`config.mk`:
```
export PLATFORM = sky130hd
export DESIGN_NAME = command_line_assembler_core_flat
export DESIGN_NICKNAME = d
export VERILOG_FILES = /design/src/hw/rtl/cla_pkg.sv /design/src/hw/rtl/cla_if.sv /design/src/hw/rtl/command_line_assembler_core.sv /design/src/flat_wrapper.sv
export SDC_FILE = /design/constraint.sdc
export NUM_CORES = 1
export LEC_CHECK = 0
export ABC_AREA = 1
export BUFFER_PORTS_ARGS = -buffer_cell sky130_fd_sc_hd__buf_4
export CORE_MARGIN = 1
export CORE_UTILIZATION = 57
export CTS_CLUSTER_SIZE = 25
export DETAILED_ROUTE_END_ITERATION = 8
export PLACE_DENSITY = 0.84
export SYNTH_ARGS = -nofsm -noshare
export SYNTH_HDL_FRONTEND = slang
export SYNTH_SLANG_ARGS = --single-unit
```
`constraint.sdc`:
```
create_clock -name clock -period 2.3 [get_ports clock]
set_input_delay 0.23 -clock clock [delete_from_list [all_inputs] [get_ports clock]]
set_output_delay 0.23 -clock clock [all_outputs]
set_load 0.01 [all_outputs]
```
`src/hw/rtl/cla_pkg.sv`:
```
package cla_pkg;

   // Line buffer size, 2 to 64 characters
   localparam int LINE_CAPACITY = 64;
   localparam int PTR_W = (LINE_CAPACITY > 1) ? $clog2(LINE_CAPACITY) : 1;

   typedef logic [PTR_W-1:0] ptr_type;
   typedef logic [7:0]       byte_type;

   // Highest buffer index; the write pointer wraps after it
   localparam ptr_type PTR_LAST = ptr_type'(LINE_CAPACITY - 1);

   // Control characters
   localparam byte_type BYTE_LF    = 8'd10;
   localparam byte_type BYTE_CR    = 8'd13;
   localparam byte_type BYTE_SPACE = 8'd32;

   typedef enum logic {
      ST_IDLE,
      ST_DRAIN
   } state_type;

endpackage

```
`src/hw/rtl/cla_if.sv`:
```
// Received byte channel
interface cla_req_if;
   import cla_pkg::*;
   logic     valid;
   logic     ready;
   byte_type rx_byte;

   modport source (output valid, output rx_byte, input ready);
   modport sink   (input valid, input rx_byte, output ready);
endinterface

// Line character channel
interface cla_rsp_if;
   import cla_pkg::*;
   logic     valid;
   logic     ready;
   byte_type line_char;
   logic     char_valid;
   logic     last_of_line;

   modport source (output valid, output line_char, output char_valid,
                   output last_of_line, input ready);
   modport sink   (input valid, input line_char, input char_valid,
                   input last_of_line, output ready);
endinterface

```
`src/hw/rtl/command_line_assembler_core.sv`:
```
// Command line assembler.
// req_if carries one received byte per word. Carriage returns are dropped,
// spaces at the start of a line are dropped, and other bytes go into a
// line buffer (synchronous RAM, one write and one registered read port).
// The write pointer wraps to the start when the buffer is full.
// A line feed closes the line: the buffer is read out in order on rsp_if,
// one character per word, trailing spaces removed, the final word marked
// with last_of_line. An empty line gives one word with char_valid low.
// Throughput: one byte per cycle while a line is collected. After a line
// feed, req_if.ready stays low until the last word of the line has been
// issued to the read stage of the single RAM read port.
// The line feed sets ST_DRAIN; the first character then passes the RAM read
// stage and the output register. A stall on rsp_if holds the output register
// and the RAM read stage and pauses the readout; a stall after the last read
// holds only those registers; new bytes are already accepted.
// Reset clears pointers, state and valids; buffer contents are not cleared.
module command_line_assembler_core (
   input logic        clock,
   input logic        reset,
   cla_req_if.sink    req_if,
   cla_rsp_if.source  rsp_if
);
   import cla_pkg::*;

   state_type state_ff, state_in;
   ptr_type   wr_ptr_ff, wr_ptr_in;
   ptr_type   line_len_ff, line_len_in;
   ptr_type   drain_len_ff;
   ptr_type   rd_ptr_ff;
   logic      rd_pend_ff;
   logic      rd_last_ff;
   logic      rd_empty_ff;
   byte_type  rd_data_ff;
   logic      rsp_valid_ff;
   byte_type  rsp_char_ff;
   logic      rsp_cvalid_ff;
   logic      rsp_last_ff;

   byte_type  line_mem [LINE_CAPACITY];

   logic req_take, is_lf, is_cr, is_sp;
   logic store_en, line_done, wr_wrap;
   logic s0_move, issue, issue_last, drain_empty, mem_re;

   // Input decode
   assign req_take  = req_if.valid && req_if.ready;
   assign is_lf     = req_if.rx_byte == BYTE_LF;
   assign is_cr     = req_if.rx_byte == BYTE_CR;
   assign is_sp     = req_if.rx_byte == BYTE_SPACE;
   assign line_done = req_take && is_lf;
   assign store_en  = req_take && !is_lf && !is_cr && !(is_sp && wr_ptr_ff == '0);
   assign wr_wrap   = wr_ptr_ff == PTR_LAST;

   // Readout control: read stage moves on when the output register frees
   assign s0_move     = rd_pend_ff && (!rsp_valid_ff || rsp_if.ready);
   assign issue       = (state_ff == ST_DRAIN) && (!rd_pend_ff || s0_move);
   assign drain_empty = drain_len_ff == '0;
   assign issue_last  = drain_empty || (rd_ptr_ff == ptr_type'(drain_len_ff - 1'b1));
   assign mem_re      = issue && !drain_empty;

   // Next state
   always_comb begin
      state_in = state_ff;
      unique case (state_ff)
         ST_IDLE:  if (line_done) state_in = ST_DRAIN;
         ST_DRAIN: if (issue && issue_last) state_in = ST_IDLE;
         default:  state_in = ST_IDLE;
      endcase
   end

   // State outputs
   always_comb begin
      unique case (state_ff)
         ST_IDLE:  req_if.ready = 1'b1;
         ST_DRAIN: req_if.ready = 1'b0;
         default:  req_if.ready = 1'b0;
      endcase
   end

   // Write pointer and trimmed length: length follows the last non-space
   always_comb begin
      wr_ptr_in   = wr_ptr_ff;
      line_len_in = line_len_ff;
      if (line_done) begin
         wr_ptr_in   = '0;
         line_len_in = '0;
      end else if (store_en) begin
         if (wr_wrap) begin
            wr_ptr_in   = '0;
            line_len_in = '0;
         end else begin
            wr_ptr_in = ptr_type'(wr_ptr_ff + 1'b1);
            if (!is_sp) line_len_in = ptr_type'(wr_ptr_ff + 1'b1);
         end
      end
   end

   // Control registers
   always_ff @(posedge clock) begin
      if (reset) begin
         state_ff     <= ST_IDLE;
         wr_ptr_ff    <= '0;
         line_len_ff  <= '0;
         drain_len_ff <= '0;
         rd_ptr_ff    <= '0;
         rd_pend_ff   <= 1'b0;
         rsp_valid_ff <= 1'b0;
      end else begin
         state_ff    <= state_in;
         wr_ptr_ff   <= wr_ptr_in;
         line_len_ff <= line_len_in;
         if (line_done) begin
            drain_len_ff <= line_len_ff;
            rd_ptr_ff    <= '0;
         end else if (issue) begin
            rd_ptr_ff <= ptr_type'(rd_ptr_ff + 1'b1);
         end
         if (issue)        rd_pend_ff <= 1'b1;
         else if (s0_move) rd_pend_ff <= 1'b0;
         if (s0_move)             rsp_valid_ff <= 1'b1;
         else if (rsp_if.ready)   rsp_valid_ff <= 1'b0;
      end
   end

   // Line buffer RAM
   always_ff @(posedge clock) begin
      if (store_en) line_mem[wr_ptr_ff] <= req_if.rx_byte;
   end

   always_ff @(posedge clock) begin
      if (mem_re) rd_data_ff <= line_mem[rd_ptr_ff];
   end

   // Read stage tags and output word
   always_ff @(posedge clock) begin
      if (issue) begin
         rd_last_ff  <= issue_last;
         rd_empty_ff <= drain_empty;
      end
      if (s0_move) begin
         rsp_char_ff   <= rd_empty_ff ? '0 : rd_data_ff;
         rsp_cvalid_ff <= !rd_empty_ff;
         rsp_last_ff   <= rd_last_ff;
      end
   end

   assign rsp_if.valid        = rsp_valid_ff;
   assign rsp_if.line_char    = rsp_char_ff;
   assign rsp_if.char_valid   = rsp_cvalid_ff;
   assign rsp_if.last_of_line = rsp_last_ff;

   // An empty-line word is always the last of its line
   a_empty_is_last: assert property (@(posedge clock) disable iff (reset)
      rsp_valid_ff && !rsp_cvalid_ff |-> rsp_last_ff)
      else $error("empty line word without last mark");

   // Held read data stays put while the output is stalled
   a_rd_hold: assert property (@(posedge clock) disable iff (reset)
      rd_pend_ff && !s0_move |=> $stable(rd_data_ff) && rd_pend_ff)
      else $error("read stage lost its data under stall");

   // A line feed starts a readout and resets the write pointer
   a_lf_drain: assert property (@(posedge clock) disable iff (reset)
      line_done |=> state_ff == ST_DRAIN && wr_ptr_ff == '0 && rd_ptr_ff == '0)
      else $error("line feed did not start readout");

endmodule
```
`src/flat_wrapper.sv`:
```
// flat-port wrapper written by rule: the top's interface ports become plain ports
module command_line_assembler_core_flat import cla_pkg::*;
  (clock, reset, req_if_valid, req_if_rx_byte, req_if_ready, rsp_if_valid, rsp_if_line_char, rsp_if_char_valid, rsp_if_last_of_line, rsp_if_ready);
  cla_req_if req_if_i ();
  cla_rsp_if rsp_if_i ();
  input logic clock;
  input logic reset;
  input wire logic [$bits(req_if_i.valid)-1:0] req_if_valid;
  input wire logic [$bits(req_if_i.rx_byte)-1:0] req_if_rx_byte;
  output wire logic [$bits(req_if_i.ready)-1:0] req_if_ready;
  output wire logic [$bits(rsp_if_i.valid)-1:0] rsp_if_valid;
  output wire logic [$bits(rsp_if_i.line_char)-1:0] rsp_if_line_char;
  output wire logic [$bits(rsp_if_i.char_valid)-1:0] rsp_if_char_valid;
  output wire logic [$bits(rsp_if_i.last_of_line)-1:0] rsp_if_last_of_line;
  input wire logic [$bits(rsp_if_i.ready)-1:0] rsp_if_ready;
  assign req_if_i.valid = req_if_valid;
  assign req_if_i.rx_byte = req_if_rx_byte;
  assign req_if_ready = req_if_i.ready;
  assign rsp_if_valid = rsp_if_i.valid;
  assign rsp_if_line_char = rsp_if_i.line_char;
  assign rsp_if_char_valid = rsp_if_i.char_valid;
  assign rsp_if_last_of_line = rsp_if_i.last_of_line;
  assign rsp_if_i.ready = rsp_if_ready;
  command_line_assembler_core u_core (.clock(clock), .reset(reset), .req_if(req_if_i), .rsp_if(rsp_if_i));
endmodule
```
; Word level (Yosys, flattened, before mapping)
; Memory sizes are Yosys's and may differ from the RTL's. A register that Yosys moved wholly into a read port is not among the register bits.
; Index checks and enable logic that the tools add are counted.
[classes]
n_addsub = 3
mul = 0
div = 0
magnitude_cmp = 0
eq_ne = 6
shift = 0
muxes = 13
bitwise = 1
n_reduce_logical = 26
[ops]
columns = cell, n
row1 = 6-bit two-way mux, 3
row2 = "8-bit by 4-bit == test with 1-bit output, second input constant", 2
row3 = "6-bit by 1-bit adder with 6-bit output, second input constant", 2
row4 = 6-bit logical NOT, 2
row5 = 1-bit logical AND, 10
row6 = "8-bit by 6-bit == test with 1-bit output, second input constant", 1
row7 = 1-bit two-way mux, 8
row8 = 1-bit logical NOT, 7
row9 = 6-bit == test, 1
row10 = "6-bit == test, second input constant", 1
row11 = "6-bit by 1-bit subtractor with 6-bit output, second input constant", 1
row12 = 1-bit one-hot mux with 2 select lines, 2
row13 = 2-bit nonzero test, 2
row14 = 1-bit logical OR, 3
row15 = "2-bit inequality test, second input constant", 1
row16 = 2-bit AND reduction, 1
row17 = 2-bit OR reduction, 1
row18 = 1-bit NOT, 1
[totals]
register_bits = 39
latchBits = 0
mem_bits_rw = 512
romBits = 0
out_inout_bits = 12
elab_cells = 62
mem_count = 1
[mem_list]
columns = memory, depth, width, read_ports, rd_clocked_by_memory_dff, write_ports, line
row1 = u_core.line_mem, 64, 8, 1, 1, 1, command_line_assembler_core.sv:39  ; byte_type line_mem [LINE_CAPACITY];

; Logic depth before layout (Yosys ltp)
[logic_depth]
depth_word = 8
mapped_depth = 14
depth_no_buf = 13

; Worst setup path before layout
; Ideal clock, no wire load.
[synth_path]
path_kind = register to register
start = register u_core.wr_ptr_ff[0]
end = memory u_core.line_mem[31][0] in the netlist's numbering, enable pin
arrival_ns = 1.778
required_time_ns = 1.917
slack_ns = 0.139
stages_incl_launch_ff = 9
path_buffers = 1
cell_sequence = dfxtp_1 -> inv_1 -> ha_1 -> nand2_1 -> nor2_1 -> nand2_1 -> nand2_2 -> buf_2 -> nor3_1
[synth_between]
elab_chain_cells = 6
[synth_lines]
columns = item, line
row1 = "start, declared", command_line_assembler_core.sv:26  ; ptr_type wr_ptr_ff, wr_ptr_in;
row2 = "start signal, assigned", command_line_assembler_core.sv:110  ; wr_ptr_ff <= wr_ptr_in;
row3 = 6-bit logical NOT, command_line_assembler_core.sv:51  ; assign store_en = req_take && !is_lf && !is_cr && !(is_sp && wr_ptr_ff == '0);
row4 = 1-bit logical AND, command_line_assembler_core.sv:51
row5 = 1-bit logical NOT, command_line_assembler_core.sv:51
row6 = 1-bit logical AND, command_line_assembler_core.sv:51
row7 = 1-bit two-way mux, command_line_assembler_core.sv:127  ; if (store_en) line_mem[wr_ptr_ff] <= req_if.rx_byte;
row8 = 1-bit two-way mux (not written as such), command_line_assembler_core.sv:127
row9 = "end, declared", command_line_assembler_core.sv:39
; Parallel ways exist; a longest one is shown, timed or not.

; Final worst setup path
[layout_path]
start = register u_core.state_ff
end = memory u_core.line_mem[36][0] in the netlist's numbering, enable pin
[layout_between]
elab_chain_cells = 8
[layout_lines]
columns = item, line
row1 = "start, declared", command_line_assembler_core.sv:25  ; state_type state_ff, state_in;
row2 = "start signal, assigned", command_line_assembler_core.sv:109  ; state_ff <= state_in;
row3 = 1-bit NOT, command_line_assembler_core.sv:73  ; unique case (state_ff)
row4 = 1-bit one-hot mux with 2 select lines (*), command_line_assembler_core.sv:73
row5 = 1-bit logical AND (*), command_line_assembler_core.sv:46  ; assign req_take = req_if.valid && req_if.ready;
row6 = 1-bit logical AND (*) (3 in a row), command_line_assembler_core.sv:51
row7 = 1-bit two-way mux (*), command_line_assembler_core.sv:127
row8 = 1-bit two-way mux (not written as such) (*), command_line_assembler_core.sv:127
; Every way passes the cells marked *; elsewhere a longest branch is shown, timed or not.

==> reports/qor.tcl <==
set qor(p_total_mw) 20.5
set qor(tightest_slew_ns) 0.898
set qor(cellLeakagePower_nw) 9.00
set qor(post_drt_wl_per_cell_um) 23.4
set qor(post_synth_most_frequent_cells) {532 x sky130_fd_sc_hd__edfxtp_1, 375 x sky130_fd_sc_hd__nor2_1, 263 x sky130_fd_sc_hd__nand2_1}
set qor(fp-row-count) 73
set qor(yosysTopAreaCellShare_pct) 69.9
set qor(initial_core_util_pct) 57.7
set qor(worst_setup_hold_path_clk_slew_ns) 0.06
set qor(worst_skew_pair.late_latency_ns) 0.61
set qor(synth-main-ff-cell) {sky130_fd_sc_hd__edfxtp_1}
set qor(timing.critical_path.to_type) {register}
set qor(numCtsBuffers) 53
set qor(gr_busiest_metal) {met2}
set qor(grt_util_met1_pct) 38.4
set qor(netlist_instances) 1926
set qor(synthesized_netlist_net_count) 1943
set qor(final.period_utilization_pct) 103
set qor(post_syn_area_um2) 22900
set qor(flow.area_growth_from_synthesis_pct) 13.9
set qor(dp.cells) 2469
set qor(slew_viol_final) 0
set qor(worst_ir_drop_vdd_uv) 768
set qor(drive_above_1_share_pct) 13.8
set qor(setup_violations) 40
set qor(async_reset_ff_share_pct) 0
set qor(ys_warn_count) 0
set qor(drt-initial-drc-count) 2616
set qor(detail_route.vias_per_cell) 6.25
set qor(global_route_wire_length_before_repair_mm) 89.1
set qor(core_footprint_um2) 39600
set qor(final_hold_viol_count) 0
set qor(nNetsFinal) 2024
set qor(layout.cells.non_filler) 2575
set qor(grt_antenna_before_repair) 1
set qor(final_antenna_net_count) 0
set qor(cts.htree.levels) 2
set qor(grt_use_met3_pct) 6.97
set qor(postSynthRegisterBits) 559
set qor(synth.area.top_cells) {sky130_fd_sc_hd__edfxtp_1 70%, sky130_fd_sc_hd__nor2_1 6.2%, sky130_fd_sc_hd__o21ai_0 4.5%, sky130_fd_sc_hd__nand2_1 4.3%, sky130_fd_sc_hd__nand3_1 2.5%}
set qor(synth_sequential_area_ratio_pct) 72.2
set qor(portBuffers) 23
set qor(timing.critical_path.arrival_ns) 2.60
set qor(grt_max_degree) 65
set qor(overall_die_area_um2) 40900
set qor(timing.hold.worst.class) {in2reg}
set qor(synth_edf_count) 532
set qor(final.setup.worst_slack_ns) -0.0722
set qor(critPathKind) {reg2reg}
set qor(die_w_um) 202
set qor(fin_worst_hold_slack_ns) 0.139
set qor(crit_required_ns) 2.53
set qor(finalCoreUtilization_pct) 65.7
set qor(numClockSinks) 559
set qor(cp_max_fo) 8
set qor(max_clock_freq_mhz) 422
set qor(grt_use_total_pct) 29.2
set qor(grt_setup_unrepaired) {yes}
set qor(drc_violations_left) 0
set qor(detailroute.via_count) 16100
set qor(post-synth-top-area-cell) {sky130_fd_sc_hd__edfxtp_1}
set qor(globalRouteOverflowTotal) 0
set qor(avgSynthCellArea_um2) 11.9
set qor(synthMostInstantiatedCell) {sky130_fd_sc_hd__edfxtp_1}
set qor(clock_tree.root_cell) {sky130_fd_sc_hd__clkbuf_16}
set qor(timing.critical_path.from_type) {register}
set qor(first_global_vias) 15300
set qor(failed_checks) {setup timing}
set qor(die_h_um) 202
set qor(ios) 24
set qor(layout_min_cycle_time_ns) 2.37
set qor(synth_cell_type_count) 36
set qor(drt_total_wl_mm) 60.4
set qor(detailedPlace.worstSlack_ns) -0.349
set qor(dpl.hpwl_mm) 36.7
set qor(run_status) {finished, violations left}
set qor(cellPowerDensity_nw_per_um2) 786
set qor(grt.met2_usage_pct) 46.0
set qor(globalplace.congestion) 0.978
set qor(cts-root-to-sink-buffers) 3
set qor(finClkSkew_ns) 0.0219
set qor(timing.slew.headroom_pct) 40.2
set qor(tritoncts) {built}
set qor(first_pass_iters) 6
set qor(drv.max_cap_violation_count) 0
-- registers in the layout (all words and copies together), names as in the netlist --
name / flops
u_core.rd_pend_ff: 1
u_core.drain_len_ff: 6
u_core.rsp_if.char_valid: 1
u_core.wr_ptr_ff: 6
u_core.rsp_if.valid: 1
u_core.line_len_ff: 6
u_core.state_ff: 1
u_core.rd_ptr_ff: 6
u_core.rd_data_ff: 8
u_core.rsp_if.line_char: 8
u_core.rd_last_ff: 1
u_core.line_mem: 512
u_core.rsp_if.last_of_line: 1
u_core.rd_empty_ff: 1
-- what timing repair did --
action / in CTS / in global routing
gates resized for setup: 4 / 43
pin swaps: 0 / 1
setup endpoints to repair: 51 / 355
hold endpoints to repair: 8 / 0
buffers inserted: 0 / 3
gates cloned: 0 / 1
hold buffers: 4 / 0
-- path summary, 6_finish.rpt --
kind,startpoint,endpoint,cells after the start,slack (ns)
setup / recovery,u_core.state_ff$_SDFF_PP0_,u_core.line_mem[36][0]$_DFFE_PP_,9,-0.07
hold / removal,req_if_rx_byte[4],u_core.line_mem[41][4]$_DFFE_PP_,2,0.14
setup reg to reg,u_core.state_ff$_SDFF_PP0_,u_core.line_mem[36][0]$_DFFE_PP_,9,-0.07
hold reg to reg,u_core.rd_last_ff$_DFFE_PP_,u_core.rsp_if.last_of_line$_DFFE_PP_,0,0.42
-- metrics by stage --
step                      setup TNS [ns]  instance area [µm²]
after floorplan                        0                22900
after global placement            -22.07                24100
after detailed placement          -40.52                24100
after CTS                         -0.188                25900
after global routing               -6.60                26000
final                              -2.41                26000
-- cell families after synthesis --
kind of cell,count (synthesis),share of synthesized area (%)
AND/OR/NAND/NOR,792,14.2
adder cells (fa/ha/maj),5,0.274
buffers and inverters,185,3.87
flip-flops,559,72.2
AO/OA/AOI/OAI,382,9.35
XOR/XNOR,3,0.115
-- report_power, final --
| part | total [mW] | switching (mW) | leakage (nW) | internal [mW] |
|---|---|---|---|---|
| Clock | 8.70 | 3.68 | 0.855 | 5.02 |
| Sequential | 11.2 | 0.0215 | 5.01 | 11.2 |
| Combinational | 0.561 | 0.436 | 3.14 | 0.125 |
-- final cells by class --
cell class,instances,area (µm²)
timing repair buffer,139,1270
sequential,559,16500
inverter,72,275
clock buffer,61,1400
antenna,1,2.50
multi-input combinational,1182,5590
tap,525,657
fill,2740,13600
clock inverter,36,328
-- per-layer routing --
metal	share of wire [%]	vias to the layer above	routed length, µm
met1	37	7691	22100
li1	-	7015	-
met5	0.022	-	13
met3	12	221	7130
met4	4.7	2	2850
met2	47	1169	28300
-- cell usage in the layout (no fill, tap or decap), types with 34 or more instances in the layout --
cell type / n
sky130_fd_sc_hd__a21oi_1: 39
sky130_fd_sc_hd__buf_4: 119
sky130_fd_sc_hd__clkbuf_16: 56
sky130_fd_sc_hd__edfxtp_1: 532
sky130_fd_sc_hd__inv_1: 66
sky130_fd_sc_hd__nand2_1: 262
sky130_fd_sc_hd__nand3_1: 114
sky130_fd_sc_hd__nor2_1: 332
sky130_fd_sc_hd__nor2_2: 44
sky130_fd_sc_hd__o211ai_1: 52
sky130_fd_sc_hd__o21ai_0: 205
sky130_fd_sc_hd__o21ai_1: 34
-- worst max-delay path, stage by stage (launching register included) --
cell and delay, ns:
sky130_fd_sc_hd__dfxtp_1 0.32, sky130_fd_sc_hd__nor2_1 0.18, sky130_fd_sc_hd__buf_4 0.16, sky130_fd_sc_hd__nand2_1 0.06, sky130_fd_sc_hd__nor2_2 0.13, sky130_fd_sc_hd__nand2_2 0.10, sky130_fd_sc_hd__inv_2 0.12, sky130_fd_sc_hd__buf_12 0.13
sky130_fd_sc_hd__nand2_2 0.21, sky130_fd_sc_hd__nor2_1 0.58
Power figures use the tool's default switching activity.
